### src/rtl/assert_macros.svh
// ----------------------------------------------------------------------------
// Assertion macros
// Shared concurrent assertion forms for the weight evaluator.
// ----------------------------------------------------------------------------
`ifndef ASSERT_MACROS_SVH
`define ASSERT_MACROS_SVH

// Check that a condition implies another in the same cycle.
`define ASSERT_IMPLIES(label, clk, rst, ante, cons) \
   label: assert property (@(posedge clk) disable iff (rst) (ante) |-> (cons)) \
      else $error("same-cycle implication violated");

// Check that a condition implies another in the following cycle.
`define ASSERT_NEXT(label, clk, rst, ante, cons) \
   label: assert property (@(posedge clk) disable iff (rst) (ante) |=> (cons)) \
      else $error("next-cycle implication violated");

`endif

### src/rtl/gcwe_pkg.sv
`timescale 1ns / 1ps
// ----------------------------------------------------------------------------
// GF(4) code weight evaluator package
// Payload types, control codes, tracker interface structs and GF(4) product.
// ----------------------------------------------------------------------------
package gcwe_pkg;

   // Fixed field widths
   localparam int ROW_INDEX_W   = 3;
   localparam int ROW_SYMBOLS_W = 44;
   localparam int CFG_W         = 5;
   localparam int MIN_OUT_W     = 5;
   localparam int COUNT_W       = 12;

   localparam logic [COUNT_W-1:0]   COUNT_MAX   = {COUNT_W{1'b1}};
   localparam logic [MIN_OUT_W-1:0] MIN_OUT_MAX = {MIN_OUT_W{1'b1}};

   localparam logic [CFG_W-1:0] TARGET_WEIGHT_RESET = 5'd12;
   localparam logic [CFG_W-1:0] ABORT_BELOW_RESET   = 5'd10;

   // Extra-row multiplier range
   localparam logic [1:0] MUL_FIRST = 2'd1;
   localparam logic [1:0] MUL_LAST  = 2'd3;

   typedef enum logic {
      CSR_TARGET_WEIGHT = 1'b0,
      CSR_ABORT_BELOW   = 1'b1
   } csr_index_type;

   typedef enum logic [2:0] {
      ST_IDLE,
      ST_BUILD,
      ST_WALK,
      ST_DRAIN,
      ST_DONE
   } state_type;

   typedef struct packed {
      logic [ROW_INDEX_W-1:0]   row_index;
      logic [ROW_SYMBOLS_W-1:0] row_symbols;
      logic                     start_req;
   } req_type;

   typedef struct packed {
      logic [MIN_OUT_W-1:0] min_weight;
      logic [COUNT_W-1:0]   weight_count;
      logic                 aborted;
   } rsp_type;

   // Sequencer to weight tracker
   typedef struct packed {
      logic clear;
      logic valid;
      logic walk;
   } track_ctrl_type;

   // Weight tracker to sequencer
   typedef struct packed {
      logic    busy;
      logic    stop;
      rsp_type result;
   } track_status_type;

   // GF(4) product, w = 2 and w^2 = 3
   localparam logic [1:0] GF_MUL [4][4] = '{
      '{2'd0, 2'd0, 2'd0, 2'd0},
      '{2'd0, 2'd1, 2'd2, 2'd3},
      '{2'd0, 2'd2, 2'd3, 2'd1},
      '{2'd0, 2'd3, 2'd1, 2'd2}
   };

   function automatic logic [1:0] gf_mul(logic [1:0] c, logic [1:0] s);
      return GF_MUL[c][s];
   endfunction

endpackage

### src/rtl/gcwe_weight_tracker.sv
`timescale 1ns / 1ps
// ----------------------------------------------------------------------------
// Weight tracker
// Two-stage weight unit: symbol count, then running minimum, target counts
// and abort flag.
// ----------------------------------------------------------------------------
module gcwe_weight_tracker #(
   parameter int CODE_LENGTH = 22
) (
   input  logic                           clock,
   input  logic                           reset,
   input  gcwe_pkg::track_ctrl_type       ctrl,
   input  logic [2*CODE_LENGTH-1:0]       word,
   input  logic [gcwe_pkg::CFG_W-1:0]     target_weight,
   input  logic [gcwe_pkg::CFG_W-1:0]     abort_below,
   output gcwe_pkg::track_status_type     status
);
   import gcwe_pkg::*;

   localparam int WW = $clog2(CODE_LENGTH + 2);
   localparam int CW = (WW > CFG_W) ? WW : CFG_W;
   localparam logic [WW-1:0] MIN_INIT = WW'(CODE_LENGTH + 1);

   logic [WW-1:0]      weight_sum;
   logic               a_valid_ff;
   logic               a_walk_ff;
   logic [WW-1:0]      weight_ff;
   logic [WW-1:0]      min_ff;
   logic [WW-1:0]      new_min;
   logic               hit;
   logic [COUNT_W-1:0] ext_cnt_ff;
   logic [COUNT_W-1:0] base_cnt_ff;
   logic               stop_ff;
   logic [COUNT_W:0]   total;

   function automatic logic [COUNT_W-1:0] sat_inc(logic [COUNT_W-1:0] v);
      return (v == COUNT_MAX) ? v : v + 1'b1;
   endfunction

   // Count nonzero symbols
   always_comb begin
      weight_sum = '0;
      for (int j = 0; j < CODE_LENGTH; j++) begin
         weight_sum = weight_sum + WW'(|word[2*j +: 2]);
      end
   end

   // Stage A: register the weight
   always_ff @(posedge clock) begin
      if (reset) begin
         a_valid_ff <= 1'b0;
      end else begin
         a_valid_ff <= ctrl.valid && !ctrl.clear;
      end
      a_walk_ff <= ctrl.walk;
      weight_ff <= weight_sum;
   end

   assign new_min = (weight_ff < min_ff) ? weight_ff : min_ff;
   assign hit     = (CW'(weight_ff) == CW'(target_weight));

   // Stage B: update minimum and counts, drop words after an abort
   always_ff @(posedge clock) begin
      if (reset) begin
         min_ff      <= '0;
         ext_cnt_ff  <= '0;
         base_cnt_ff <= '0;
         stop_ff     <= 1'b0;
      end else if (ctrl.clear) begin
         min_ff      <= MIN_INIT;
         ext_cnt_ff  <= '0;
         base_cnt_ff <= '0;
         stop_ff     <= 1'b0;
      end else if (a_valid_ff && !stop_ff) begin
         min_ff <= new_min;
         if (a_walk_ff) begin
            if (hit) begin
               ext_cnt_ff <= sat_inc(ext_cnt_ff);
            end
            if (CW'(new_min) < CW'(abort_below)) begin
               stop_ff <= 1'b1;
            end
         end else if (hit) begin
            base_cnt_ff <= sat_inc(base_cnt_ff);
         end
      end
   end

   // Combine the counts, saturating
   assign total = {1'b0, ext_cnt_ff} + {1'b0, base_cnt_ff};

   always_comb begin
      status.busy = a_valid_ff;
      status.stop = stop_ff;
      status.result.min_weight = (int'(min_ff) > int'(MIN_OUT_MAX)) ?
                                 MIN_OUT_MAX : MIN_OUT_W'(min_ff);
      if (stop_ff) begin
         status.result.weight_count = '0;
      end else if (total[COUNT_W]) begin
         status.result.weight_count = COUNT_MAX;
      end else begin
         status.result.weight_count = total[COUNT_W-1:0];
      end
      status.result.aborted = stop_ff;
   end

endmodule

### config.mk
export PLATFORM = sky130hd
export DESIGN_NAME = gcwe_weight_tracker
export DESIGN_NICKNAME = d
export VERILOG_FILES = /design/src/rtl/assert_macros.svh /design/src/rtl/gcwe_pkg.sv /design/src/rtl/gcwe_weight_tracker.sv
export SDC_FILE = /design/constraint.sdc
export NUM_CORES = 1
export LEC_CHECK = 0
export BUFFER_PORTS_ARGS = -buffer_cell sky130_fd_sc_hd__buf_2
export CORE_UTILIZATION = 30
export DETAILED_ROUTE_END_ITERATION = 12
export MAX_ROUTING_LAYER = met4
export PLACE_DENSITY = 0.54
export SLEW_MARGIN = 15
export SYNTH_ARGS = -nofsm -noshare
export SYNTH_HDL_FRONTEND = slang
export SYNTH_SLANG_ARGS = --single-unit
export TNS_END_PERCENT = 5
### constraint.sdc
create_clock -name clock -period 7.92 [get_ports clock]
set_input_delay 0 -clock clock [delete_from_list [all_inputs] [get_ports clock]]
set_output_delay 0 -clock clock [all_outputs]
set_load 0.005 [all_outputs]
==> results.env, run 1 <==
RESULT_OF_THE_RUN='finished, final reports clean'
POST_SYNTH_MAIN_AREA_CONTRIBUTORS='sky130_fd_sc_hd__dfxtp_1 (24%), sky130_fd_sc_hd__ha_1 (12%), sky130_fd_sc_hd__fa_1 (10%)'
VDD_IR_DROP_MAX_uV=107.0
CTSLONGESTPATHBUFFERS=2
POST-SYNTH-TOP-COUNT-CELL='sky130_fd_sc_hd__inv_1'
REMAINING_DRC_ERRORS=0
ROOT_BUFFER='sky130_fd_sc_hd__clkbuf_8'
WORST-SLEW-PIN-TRANSITION_NS=0.7099
DIEWIDTH_UM=103.6
FILLERINSTANCES=1048
CP-ENDPOINT='weight_ff[4]'
YOSYS_MOST_USED_DFF='sky130_fd_sc_hd__dfxtp_1'
CTS_HOLD_BUF=5
GRT_PASS1_WL_UM=11130
FLOORPLAN.DIE.HEIGHT_UM=103.6
CP_DATA_ARRIVAL_TIME_NS=3.95
SYNTH-SIMPLE-AREA-SHARE=0.2216
SEQPWRFRAC=0.332
START_KIND='input port'
SW_FRAC_OF_TOTAL=0.3575
POST-ROUTE-UTIL=0.3784
SETUP_VIOL=0
DIE-AREA_SQ_UM=10720
RR_WORST_DEPTH=12
INITIAL_CORE_UTIL=0.3137
POSTROUTEANTENNANETS=0
SYN-CELL-AREA_SQ_UM=3094
TOP_LEVEL_PORTS=79
SYN-NUM-NETS=470
DRT_FIRST_PASS_ITERS=4
LARGEST_NET_DEGREE_AT_THE_START_OF_GLOBAL_ROUTING=29
SYNTH_TOP_CELL_BY_AREA='sky130_fd_sc_hd__dfxtp_1'
LAYOUT.NETS=550
ASYNC_FLOP_SHARE=0
TIMING.CRITICAL_PATH.FANOUT_MAX=2
COUNT_OF_FLIP_FLOPS_WITH_A_BUILT_IN_ENABLE_AFTER_SYNTHESIS=0
CRIT_PATH_START='word[1]'
FINAL_MAX_SLEW_VIOL_COUNT=0
CPPEAKSTAGEDELAY_NS=0.55
ROUTE.FINAL.WIRE_LENGTH_UM=6460
FINAL.SETUP.WORST_SLACK_NS=4.196
WORST-R2R-SETUP-SLACK_NS=4.80
AVGSYNTHCELLAREA_SQ_UM=8.454
MIN_PERIOD_NS=3.724
CLOCK-SINKS=37
ROUTE.VIAS.TOTAL=2642
POST_DP_CELL_AREA_SQ_UM=3586
WORST-SETUP-PATH-TYPE='input port to flop'
SYNTHMUXAREASHARE=0.04691
YOSYSWARNINGS=0
P_INT_uW=444.0
NETSWITCHINGPOWER_uW=247.1
CRITICAL_PATH.SLOWEST_CELL='sky130_fd_sc_hd__fa_1'
SYNTHTOPCELLSBYCOUNT='sky130_fd_sc_hd__inv_1 (44), sky130_fd_sc_hd__nor2_1 (43), sky130_fd_sc_hd__dfxtp_1 (37)'
DRT-VIAS-PER-INSTANCE=4.555
COMB_POWER_SHARE=0.465
CP.REQUIRED_NS=8.15
WL_PER_CELL_UM=11.14
CRITICAL_PATH_CELL_LIST='buf_2, or2_2, fa_1, fa_1, fa_1, fa_1, inv_1, fa_1, inv_1, ha_1, inv_1, fa_1, nor2b_1, o21ai_0, nand2b_1'
PLACE.PORT_BUFFERS=78
POST_ROUTE_CELLS_DRIVE_ABOVE_1_SHARE=0.2662
SYNTH_TOP_FAMILY_BY_AREA='simple AND/OR/NAND/NOR gates'
CRIT_PATH_END_KIND='flop'
INITIAL_ANTENNA_VIOLATION_COUNT=0
SYNTH_SEQ_AREA_SHARE=0.2394
REGTOREGENDPOINT='stop_ff'
SYNTHDOMINANTCELLAREASHARE=0.2394
ROUTABILITYCONGESTION=0.7642
HTREE_LEVELS=2
WORST_R2R_STARTPOINT='min_ff[2]'
PLACEMENT.SETUP.WORST_SLACK_NS=3.872
PLACEMENT_ROWS=36
RSZ0062_AT_GRT='false'
SYNTHADDERAREAFRAC=0.2208
CLKTRANSATPATHREGS_NS=0.07
HOLD_PATH_CLASS='input port to flop'
SYNTH_CELLS=366
TIMING.SLEW.HEADROOM=0.5236
HOLD-PATH-CELL-COUNT=3
DP.FINAL_HPWL_UM=5330
FINAL_LAYOUT_SETUP_TOTAL_NEGATIVE_SLACK_NS=0
STDCELL_AREA_SQ_UM=3732
DRT-INITIAL-DRC-COUNT=90
FIRST_GLOBAL_VIAS=2508
FLIP_FLOP_AND_LATCH_COUNT_AFTER_SYNTHESIS=37
HOLD_VIOL=0
CTS_INSERTED_BUFFERS=5
DIODES=0
SYNTH_COMPOUND_AREA_FRAC=0.1007
STATIC-LEAKAGE-POWER_nW=1.633
CTS_SETUP_BUFFERS=0
CTS_REPAIR_RESIZE_COUNT=0
P_PER_AREA_nW_PER_UM2=185.2
GRT.TOTAL_USAGE=0.1283
CAP_VIOLATIONS=0
ACHIEVABLE-FREQUENCY_MHz=268.5
CLK_LATENCY_NS=0.29
CRITICAL-PATH-TOP-CELL-BY-COUNT='sky130_fd_sc_hd__fa_1'
TRITONCTS='built'
SYNTH_XOR_AREA_FRAC=0.09624
CLOCK_SKEW_NS=0.01587
POWER.CLOCK.FRACTION=0.203
FINALCRITPERIODSHARE=0.4702
SYNTH.DISTINCT_CELLS=41
OVERALL_OVERFLOW_REMAINING_AFTER_GLOBAL_ROUTE=0
SYN2LAYOUT_AREA_GROWTH_PCT=20.62
CORE_SQ_UM=9864
==> critical path: cells and delay by family <==
kind / cells / cell delay (ns)
buffers and inverters: 4 / 0.26
AOI/OAI and AO/OA: 1 / 0.08
and+or+nand+nor: 3 / 0.49
adders and majority gates: 7 / 3.12
==> layout make-up <==
cell class / instances / area [sq um] / share of cell area
sequential: 37 / 740.7 / 0.1985
inverter: 44 / 165.2 / 0.04425
timing repair buffer: 83 / 440.4 / 0.1180
tap: 133 / 166.4 / 0.04459
multi-input combinational: 275 / 2123 / 0.5689
clock inverter: 2 / 13.76 / 0.003688
clock buffer: 6 / 82.58 / 0.02213
==> per-stage QoR <==
step | hold WS, ns | power (mW) | std cells
2_1_floorplan | 0.02772 | 0.4784 | 366
3_3_place_gp | 0.1203 | 0.5487 | 567
3_5_place_dp | 0.1166 | 0.5567 | 567
4_1_cts | 0.001510 | 0.7032 | 580
5_1_grt | 0.02576 | 0.7559 | 580
6_report | 0.002003 | 0.6911 | 580
==> state kept, by name, indices dropped and copies added, names as in the netlist <==
signal and cells:
a_valid_ff 1, base_cnt_ff 12, weight_ff 5, a_walk_ff 1, min_ff 5, ext_cnt_ff 12, stop_ff 1
==> metal layers <==
layer	GRT usage	part of all wire
met1	0.1702	0.51
met2	0.2042	0.43
met3	0.02014	0.052
met4	0.03106	0.0054
met5	-	0
==> power by group through the flow <==
| stage | logic (mW) | clock network [mW] | registers [mW] |
|---|---|---|---|
| after floorplan | 0.252 | 0 | 0.226 |
| after global placement | 0.313 | 0 | 0.235 |
| after detailed placement | 0.322 | 0 | 0.235 |
| after CTS | 0.328 | 0.145 | 0.230 |
| after global routing | 0.372 | 0.150 | 0.233 |
| final | 0.322 | 0.140 | 0.229 |
==> cells by family after synthesis <==
logic type,count (synthesis)
AND/OR/NAND/NOR,126
adder cells (fa/ha/maj),45
flip-flops,37
buffers and inverters,54
XOR/XNOR,34
AO/OA/AOI/OAI,56
multiplexers,14
==> cell usage in the layout (no fill, tap or decap), types with 2 or more instances in the layout <==
cell type,n
sky130_fd_sc_hd__xnor2_1,26
sky130_fd_sc_hd__nand4_1,8
sky130_fd_sc_hd__mux2i_1,10
sky130_fd_sc_hd__clkbuf_8,6
sky130_fd_sc_hd__nor3_1,5
sky130_fd_sc_hd__or2_0,2
sky130_fd_sc_hd__mux2_2,4
sky130_fd_sc_hd__a21o_1,3
sky130_fd_sc_hd__nor2b_1,3
sky130_fd_sc_hd__inv_1,44
sky130_fd_sc_hd__nor3_2,10
sky130_fd_sc_hd__nand2_1,14
sky130_fd_sc_hd__or2_2,16
sky130_fd_sc_hd__nor4_1,6
sky130_fd_sc_hd__o21ai_1,2
sky130_fd_sc_hd__o21ai_0,12
sky130_fd_sc_hd__dlygate4sd3_1,5
sky130_fd_sc_hd__a211oi_1,2
sky130_fd_sc_hd__buf_2,78
sky130_fd_sc_hd__xor2_1,8
sky130_fd_sc_hd__or3_1,2
sky130_fd_sc_hd__nand3_1,8
sky130_fd_sc_hd__dfxtp_1,37
sky130_fd_sc_hd__nand2b_1,3
sky130_fd_sc_hd__fa_1,16
sky130_fd_sc_hd__ha_1,29
sky130_fd_sc_hd__nor2_1,43
sky130_fd_sc_hd__a21oi_1,28
sky130_fd_sc_hd__a31oi_1,4
==> how the worst min path moves through the flow <==
stage / from / to / slack [ns]
floorplan: ctrl[0] / a_walk_ff / 0.03
global placement: ctrl[0] / a_walk_ff / 0.12
detailed placement: ctrl[0] / a_walk_ff / 0.12
CTS: ctrl[2] / min_ff[1] / 0.002
global route: ctrl[2] / min_ff[1] / 0.03
finish: ctrl[2] / min_ff[1] / 0.002
No activity file was read; power rests on OpenSTA's default activity.
==> inputs of run 2 (changes only) <==
clock period = 3.8 ns   (was 7.92 ns; I/O delays follow)
==> results.env, run 2 (same netlist as run 1, synthesis figures left out) <==
POST_DP_CELL_AREA_SQ_UM=3593  # was 3586 sq um
CAP_VIOLATIONS=0  # unchanged
CRITICAL-PATH-TOP-CELL-BY-COUNT='sky130_fd_sc_hd__fa_1'  # unchanged
CTS_INSERTED_BUFFERS=5  # unchanged
POSTROUTEANTENNANETS=0  # unchanged
STDCELL_COUNT=581  # was 580
DIODES=0  # unchanged
STATIC-LEAKAGE-POWER_nW=1.635  # was 1.633 nW
CRIT_PATH_END_KIND='flop'  # unchanged
ROUTE.FINAL.WIRE_LENGTH_UM=6539  # was 6460 um
INITIAL_CORE_UTIL=0.3137  # unchanged
FINAL_CELL_MIX='sky130_fd_sc_hd__buf_2 (78), sky130_fd_sc_hd__nor2_1 (43), sky130_fd_sc_hd__inv_1 (42)'  # was sky130_fd_sc_hd__buf_2 (78), sky130_fd_sc_hd__inv_1 (44), sky130_fd_sc_hd__nor2_1 (43)
TOP_LEVEL_PORTS=79  # unchanged
DRT-VIAS-PER-INSTANCE=4.511  # was 4.555
ACHIEVABLE-FREQUENCY_MHz=277.6
INITIAL_ANTENNA_VIOLATION_COUNT=0  # unchanged
POST_ROUTE_CELLS_DRIVE_ABOVE_1_SHARE=0.2768  # was 0.2662
CORE_SQ_UM=9864  # unchanged
FINAL_LAYOUT_SETUP_TOTAL_NEGATIVE_SLACK_NS=0  # unchanged
CLK_LATENCY_NS=0.29  # about the same
HTREE_LEVELS=2  # unchanged
PLACEMENT_ROWS=36  # unchanged
STDCELL_AREA_SQ_UM=3759  # was 3732 sq um
LARGEST_NET_DEGREE_AT_THE_START_OF_GLOBAL_ROUTING=29  # unchanged
HOLD_PATH_CLASS='input port to flop'  # unchanged
ROUTE.VIAS.TOTAL=2621  # was 2,642
POST-ROUTE-UTIL=0.3810  # was 0.3784
PLACE.PORT_BUFFERS=78  # unchanged
WORST-SLEW-PIN-TRANSITION_NS=0.7373  # was 0.7099 ns
FIRST_GLOBAL_VIAS=2582  # was 2,508
DRT_FIRST_PASS_ITERS=4  # unchanged
CP_DATA_ARRIVAL_TIME_NS=3.82  # was 3.95 ns
LAYOUT.NETS=552  # was 550
HOLD_VIOL=0  # unchanged
FINAL_MAX_SLEW_VIOL_COUNT=0  # unchanged
CTSLONGESTPATHBUFFERS=2  # unchanged
FINALCRITPERIODSHARE=0.9481
REG_TOP3='base_cnt_ff x12, ext_cnt_ff x12'  # unchanged
GRT.TOTAL_USAGE=0.1293  # was 0.1283
CLKTRANSATPATHREGS_NS=0.08  # was 0.07 ns
SYN2LAYOUT_AREA_GROWTH_PCT=21.47  # was 20.62%
FLOORPLAN.DIE.HEIGHT_UM=103.6  # unchanged
CP.REQUIRED_NS=4.02  # was 8.15 ns
CLOCK_SKEW_NS=0.01325  # was 0.01587 ns
NUMPLACEDINSTANCES=568  # was 567
ROUTABILITYCONGESTION=0.7499  # was 0.7642
GRT_PASS1_WL_UM=11160  # was 11,130 um
START_KIND='input port'  # unchanged
OVERALL_OVERFLOW_REMAINING_AFTER_GLOBAL_ROUTE=0  # unchanged
TIMING.CRITICAL_PATH.FANOUT_MAX=2  # unchanged
CRITICAL_PATH_BUF_INV_COUNT=4  # unchanged
P_PER_AREA_nW_PER_UM2=394.0  # was 185.2 nW/um^2
LAYOUT.CELLS.MOST_COMMON='sky130_fd_sc_hd__buf_2'  # unchanged
CPPEAKSTAGEDELAY_NS=0.56  # was 0.55 ns
RESULT_OF_THE_RUN='finished, final reports clean'  # unchanged
VDD_IR_DROP_MAX_uV=234.3  # was 107.0 uV
REPORT.POWER.TOTAL_mW=1.481  # was 691.1 uW
MIN_PERIOD_NS=3.603
WL_PER_CELL_UM=11.25  # was 11.14 um
ROOT_BUFFER='sky130_fd_sc_hd__clkbuf_8'  # unchanged
DRT-INITIAL-DRC-COUNT=95  # was 90
SETUP_VIOL=0  # unchanged
DIEWIDTH_UM=103.6  # unchanged
CRITICAL_PATH.SLOWEST_CELL='sky130_fd_sc_hd__fa_1'  # unchanged
WORST-SETUP-PATH-TYPE='input port to flop'  # unchanged
CRITICAL_PATH_CELL_LIST='buf_2, or2_4, fa_1, fa_1, fa_1, fa_1, inv_2, fa_1, inv_1, ha_2, inv_2, fa_2, nor2b_1, o21ai_1, nand2b_1'  # was buf_2, or2_2, fa_1, fa_1, fa_1, fa_1, inv_1, fa_1, inv_1, ha_1, inv_1, fa_1, nor2b_1, o21ai_0, nand2b_1
CLOCK-SINKS=37  # unchanged
TRITONCTS='built'  # unchanged
DP.FINAL_HPWL_UM=5299  # was 5330 um
REMAINING_DRC_ERRORS=0  # unchanged
CPLARGESTDELAYFAMILY='adder cells'  # unchanged
TIMING.SLEW.HEADROOM=0.5051  # was 0.5236
DIE-AREA_SQ_UM=10720  # unchanged
-- run 2: cell count changes in the layout (fill, tap and decap cells not counted), sizes merged --
cell      previous run  this run
clkinv               2         0
buf                 78        80
clkinvlp             0         1
-- run 2: cell type report --
cell class	count	area, sq um
Clock inverter	1	7.507
Fill cell	1006	6106
Multi-Input combinational cell	275	2141
Inverter	44	165.2
Clock buffer	6	82.58
Timing Repair Buffer	85	455.4
Tap cell	133	166.4
Sequential cell	37	740.7
-- run 2: final timing paths --
check / startpoint / to / slack (ns) / cells past startpoint
worst min-delay path: abort_below[0] / stop_ff / 0.006 / 3
worst min register to register: ext_cnt_ff[4] / ext_cnt_ff[4] / 0.53 / 2
worst max register to register: min_ff[2] / stop_ff / 0.65 / 12
worst max-delay path: word[7] / weight_ff[4] / 0.20 / 15
-- run 2: metal layers --
metal / wire (um) / vias to the layer above / global-route usage / share of wire
met1: 3323 / 1150 / 0.1671 / 0.51
met3: 329 / 2 / 0.02580 / 0.050
met4: 24 / 0 / 0.02484 / 0.0037
met2: 2861 / 84 / 0.2100 / 0.44
li1: - / 1385 / - / -
met5: 0 / - / - / 0
-- run 2: what timing repair did --
action / 4_1_cts / 5_1_grt
resized for setup: 0 / 10
setup buffers: 0 / 1
hold buffers: 5 / 0
endpoints found under the hold margin: 6 / 0
setup endpoints to repair: 0 / 2
-- run 2: worst register-to-register path, cell delays in order (launching register included) --
cell	delay (ns)
sky130_fd_sc_hd__dfxtp_1	0.38
sky130_fd_sc_hd__inv_1	0.06
sky130_fd_sc_hd__ha_1	0.29
sky130_fd_sc_hd__a21o_1	0.11
sky130_fd_sc_hd__a31oi_1	0.03
sky130_fd_sc_hd__o21ai_1	0.44
sky130_fd_sc_hd__mux2_2	0.40
sky130_fd_sc_hd__ha_1	0.28
sky130_fd_sc_hd__a21oi_1	0.16
sky130_fd_sc_hd__nor2b_1	0.06
sky130_fd_sc_hd__o21ai_0	0.14
sky130_fd_sc_hd__or4b_2	0.59
sky130_fd_sc_hd__o22ai_1	0.12
-- run 2: power by group --
group          switching, mW  leakage, nW  internal (mW)
Clock                  0.143       0.0433          0.144
Sequential            0.0478        0.302          0.432
Combinational          0.332         1.29          0.382
-- run 2: stage by stage --
stage	hold slack (ns)	setup WS, ns
floorplan	0.02772	0.005383
global placement	0.1190	-0.1999
detailed placement	0.1069	-0.2750
CTS	0.005133	0.02835
global route	0.01116	-0.001568
finish	0.006356	0.1971
==> inputs of run 3 (changes only) <==
BUFFER_PORTS_ARGS = -buffer_cell sky130_fd_sc_hd__buf_4   (was -buffer_cell sky130_fd_sc_hd__buf_2)
==> results.env, run 3 (same netlist as run 1, synthesis figures left out) <==
HOLD_VIOL=0  # unchanged
STATIC-LEAKAGE-POWER_nW=1.692  # was 1.635 nW
NETSWITCHINGPOWER_uW=521.7  # was 523.5 uW
CTS_INSERTED_BUFFERS=5  # unchanged
LAYOUT.CELLS.MOST_COMMON='sky130_fd_sc_hd__buf_4'  # was sky130_fd_sc_hd__buf_2
FLOORPLAN.DIE.HEIGHT_UM=103.6  # unchanged
WORST-R2R-SETUP-SLACK_NS=0.61  # was 0.65 ns
DIE-AREA_SQ_UM=10720  # unchanged
INITIAL_CORE_UTIL=0.3137  # unchanged
COMB_POWER_SHARE=0.476  # was 0.483
WL_PER_CELL_UM=11.72  # was 11.25 um
RESULT_OF_THE_RUN='finished, final reports clean'  # unchanged
ROUTE.VIAS.TOTAL=2677  # was 2,621
MIN_PERIOD_NS=3.599  # was 3.603 ns
CRITICAL-PATH-TOP-CELL-BY-COUNT='sky130_fd_sc_hd__fa_1'  # unchanged
DIODES=0  # unchanged
FINAL_CELL_MIX='sky130_fd_sc_hd__buf_4 (80), sky130_fd_sc_hd__inv_1 (44), sky130_fd_sc_hd__nor2_1 (43)'  # was sky130_fd_sc_hd__buf_2 (78), sky130_fd_sc_hd__nor2_1 (43), sky130_fd_sc_hd__inv_1 (42)
FINAL_MAX_SLEW_VIOL_COUNT=0  # unchanged
CP.REQUIRED_NS=4.02  # about the same
WORST-SETUP-PATH-TYPE='input port to flop'  # unchanged
SW_FRAC_OF_TOTAL=0.3375  # was 0.3534
POSTROUTEANTENNANETS=0  # unchanged
CAP_VIOLATIONS=0  # unchanged
POST_ROUTE_CELLS_DRIVE_ABOVE_1_SHARE=0.2729  # was 0.2768
LARGEST_NET_DEGREE_AT_THE_START_OF_GLOBAL_ROUTING=29  # unchanged
PLACEMENT_ROWS=36  # unchanged
CPPEAKSTAGEDELAY_NS=0.56  # about the same
OVERALL_OVERFLOW_REMAINING_AFTER_GLOBAL_ROUTE=0  # unchanged
SYN2LAYOUT_AREA_GROWTH_PCT=27.82  # was 21.47%
WORST-PATH-STAGES=15  # unchanged
CRITICAL_PATH_BUF_INV_COUNT=4  # unchanged
START_KIND='input port'  # unchanged
CLKTRANSATPATHREGS_NS=0.08  # about the same
POWER.CLOCK.FRACTION=0.213  # was 0.194
REGTOREGENDPOINT='stop_ff'  # unchanged
DP.FINAL_HPWL_UM=5503  # was 5299 um
WORST_R2R_STARTPOINT='min_ff[2]'  # unchanged
TOP_LEVEL_PORTS=79  # unchanged
VDD_IR_DROP_MAX_uV=207.7  # was 234.3 uV
ROUTABILITYCONGESTION=0.7628  # was 0.7499
POST_DP_CELL_AREA_SQ_UM=3789  # was 3593 sq um
STDCELL_AREA_SQ_UM=3955  # was 3759 sq um
ROOT_BUFFER='sky130_fd_sc_hd__clkbuf_8'  # unchanged
TIMING.CRITICAL_PATH.FANOUT_MAX=2  # unchanged
CP_DATA_ARRIVAL_TIME_NS=3.82  # about the same
POST-ROUTE-UTIL=0.4009  # was 0.3810
SETUP_VIOL=0  # unchanged
WORST-SLEW-PIN-TRANSITION_NS=0.6800  # was 0.7373 ns
ACHIEVABLE-FREQUENCY_MHz=277.8  # was 277.6 MHz
LAYOUT.NETS=551  # was 552
DIEWIDTH_UM=103.6  # unchanged
CLOCK-SINKS=37  # unchanged
CORE_SQ_UM=9864  # unchanged
DRT_FIRST_PASS_ITERS=4  # unchanged
CPLARGESTDELAYFAMILY='adder cells'  # unchanged
GRT_PASS1_WL_UM=11650  # was 11,160 um
CRITICAL_PATH.SLOWEST_CELL='sky130_fd_sc_hd__fa_1'  # unchanged
FIRST_GLOBAL_VIAS=2587  # was 2,582
RR_WORST_DEPTH=12  # unchanged
GRT.TOTAL_USAGE=0.1335  # was 0.1293
DRT-VIAS-PER-INSTANCE=4.616  # was 4.511
DRT-INITIAL-DRC-COUNT=68  # was 95
CLOCK_SKEW_NS=0.01630  # was 0.01325 ns
REMAINING_DRC_ERRORS=0  # unchanged
HOLD_PATH_CLASS='input port to flop'  # unchanged
P_INT_mW=1.024  # was 957.6 uW
HOLD-PATH-CELL-COUNT=3  # unchanged
TIMING.SLEW.HEADROOM=0.5436  # was 0.5051
CLK_LATENCY_NS=0.29  # about the same
CRIT_PATH_END_KIND='flop'  # unchanged
CRITICAL_PATH_CELL_LIST='buf_4, or2_2, fa_1, fa_1, fa_1, fa_1, inv_1, fa_1, inv_1, ha_2, inv_1, fa_2, nor2b_1, o21ai_1, nand2b_1'  # was buf_2, or2_4, fa_1, fa_1, fa_1, fa_1, inv_2, fa_1, inv_1, ha_2, inv_2, fa_2, nor2b_1, o21ai_1, nand2b_1
WORST_HOLD_END='min_ff[4]'  # was stop_ff
P_PER_AREA_nW_PER_UM2=390.8  # was 394.0 nW/um^2
INITIAL_ANTENNA_VIOLATION_COUNT=0  # unchanged
ROUTE.FINAL.WIRE_LENGTH_UM=6798  # was 6539 um
REG_TOP3='base_cnt_ff x12, ext_cnt_ff x12'  # unchanged
CTSLONGESTPATHBUFFERS=2  # unchanged
TRITONCTS='built'  # unchanged
WORSTHOLDSTART='ctrl[2]'  # was abort_below[0]
SEQPWRFRAC=0.311  # was 0.324
FINALCRITPERIODSHARE=0.9472  # was 0.9481
PLACE.PORT_BUFFERS=78  # unchanged
HTREE_LEVELS=2  # unchanged
-- run 3: metrics by stage --
stage	TNS (ns)	power (mW)	hold WS, ns	setup slack, ns	instances
final	0	1.546	0.004726	0.2005	580
after global routing	-0.008800	1.705	0.03158	-0.008800	580
after CTS	0	1.530	0.008696	0.001682	579
after detailed placement	-0.8538	1.199	0.1149	-0.2949	568
after global placement	-0.5984	1.179	0.1194	-0.2158	568
after floorplan	0	0.9971	0.02772	0.005383	366
-- run 3: worst reg2reg max path: cells and delay by family, from the launching register on --
family	cells	cell delay [ns]
adder cells (fa/ha/maj)	2	0.58
buffers and inverters	1	0.07
flip-flops	1	0.39
AND/OR/NAND/NOR	2	0.65
AO/OA/AOI/OAI	6	1.03
multiplexers	1	0.40
-- run 3: how the worst max path moves through the flow --
stage	start	to	slack (ns)
final	word[1]	weight_ff[4]	0.20
after global routing	word[1]	weight_ff[4]	-0.009
after CTS	word[1]	weight_ff[4]	0.002
after detailed placement	word[1]	weight_ff[4]	-0.29
after global placement	word[1]	weight_ff[4]	-0.22
after floorplan	word[1]	weight_ff[4]	0.005
-- run 3: cell type report --
| class | instances | area, sq um |
|---|---|---|
| fillers | 987 | 5909 |
| multi-input cells | 275 | 2138 |
| clock buffers | 5 | 68.82 |
| repair buffers | 84 | 640.6 |
| clock inverters | 2 | 35.03 |
| flip-flops and latches | 37 | 740.7 |
| well taps | 133 | 166.4 |
| inverters | 44 | 165.2 |
-- run 3: routing by layer --
layer	global-route usage	routed length, um
met1	0.1829	3409
met2	0.2143	3034
met3	0.01951	339
met4	0.01553	14
met5	-	0
-- run 3: repair_timing --
item	4_1_cts	5_1_grt
buffers inserted	0	1
gates resized for setup	0	7
setup endpoints to repair	0	4
hold buffers	4	0
endpoints found under the hold margin	7	0
-- run 3: power groups by stage --
stage                     registers [mW]  clock network (mW)  logic, mW
after CTS                          0.483               0.335      0.712
after floorplan                    0.471                   0      0.526
after detailed placement           0.492                   0      0.707
final                              0.481               0.329      0.736
after global placement             0.491                   0      0.688
after global routing               0.488               0.353      0.863
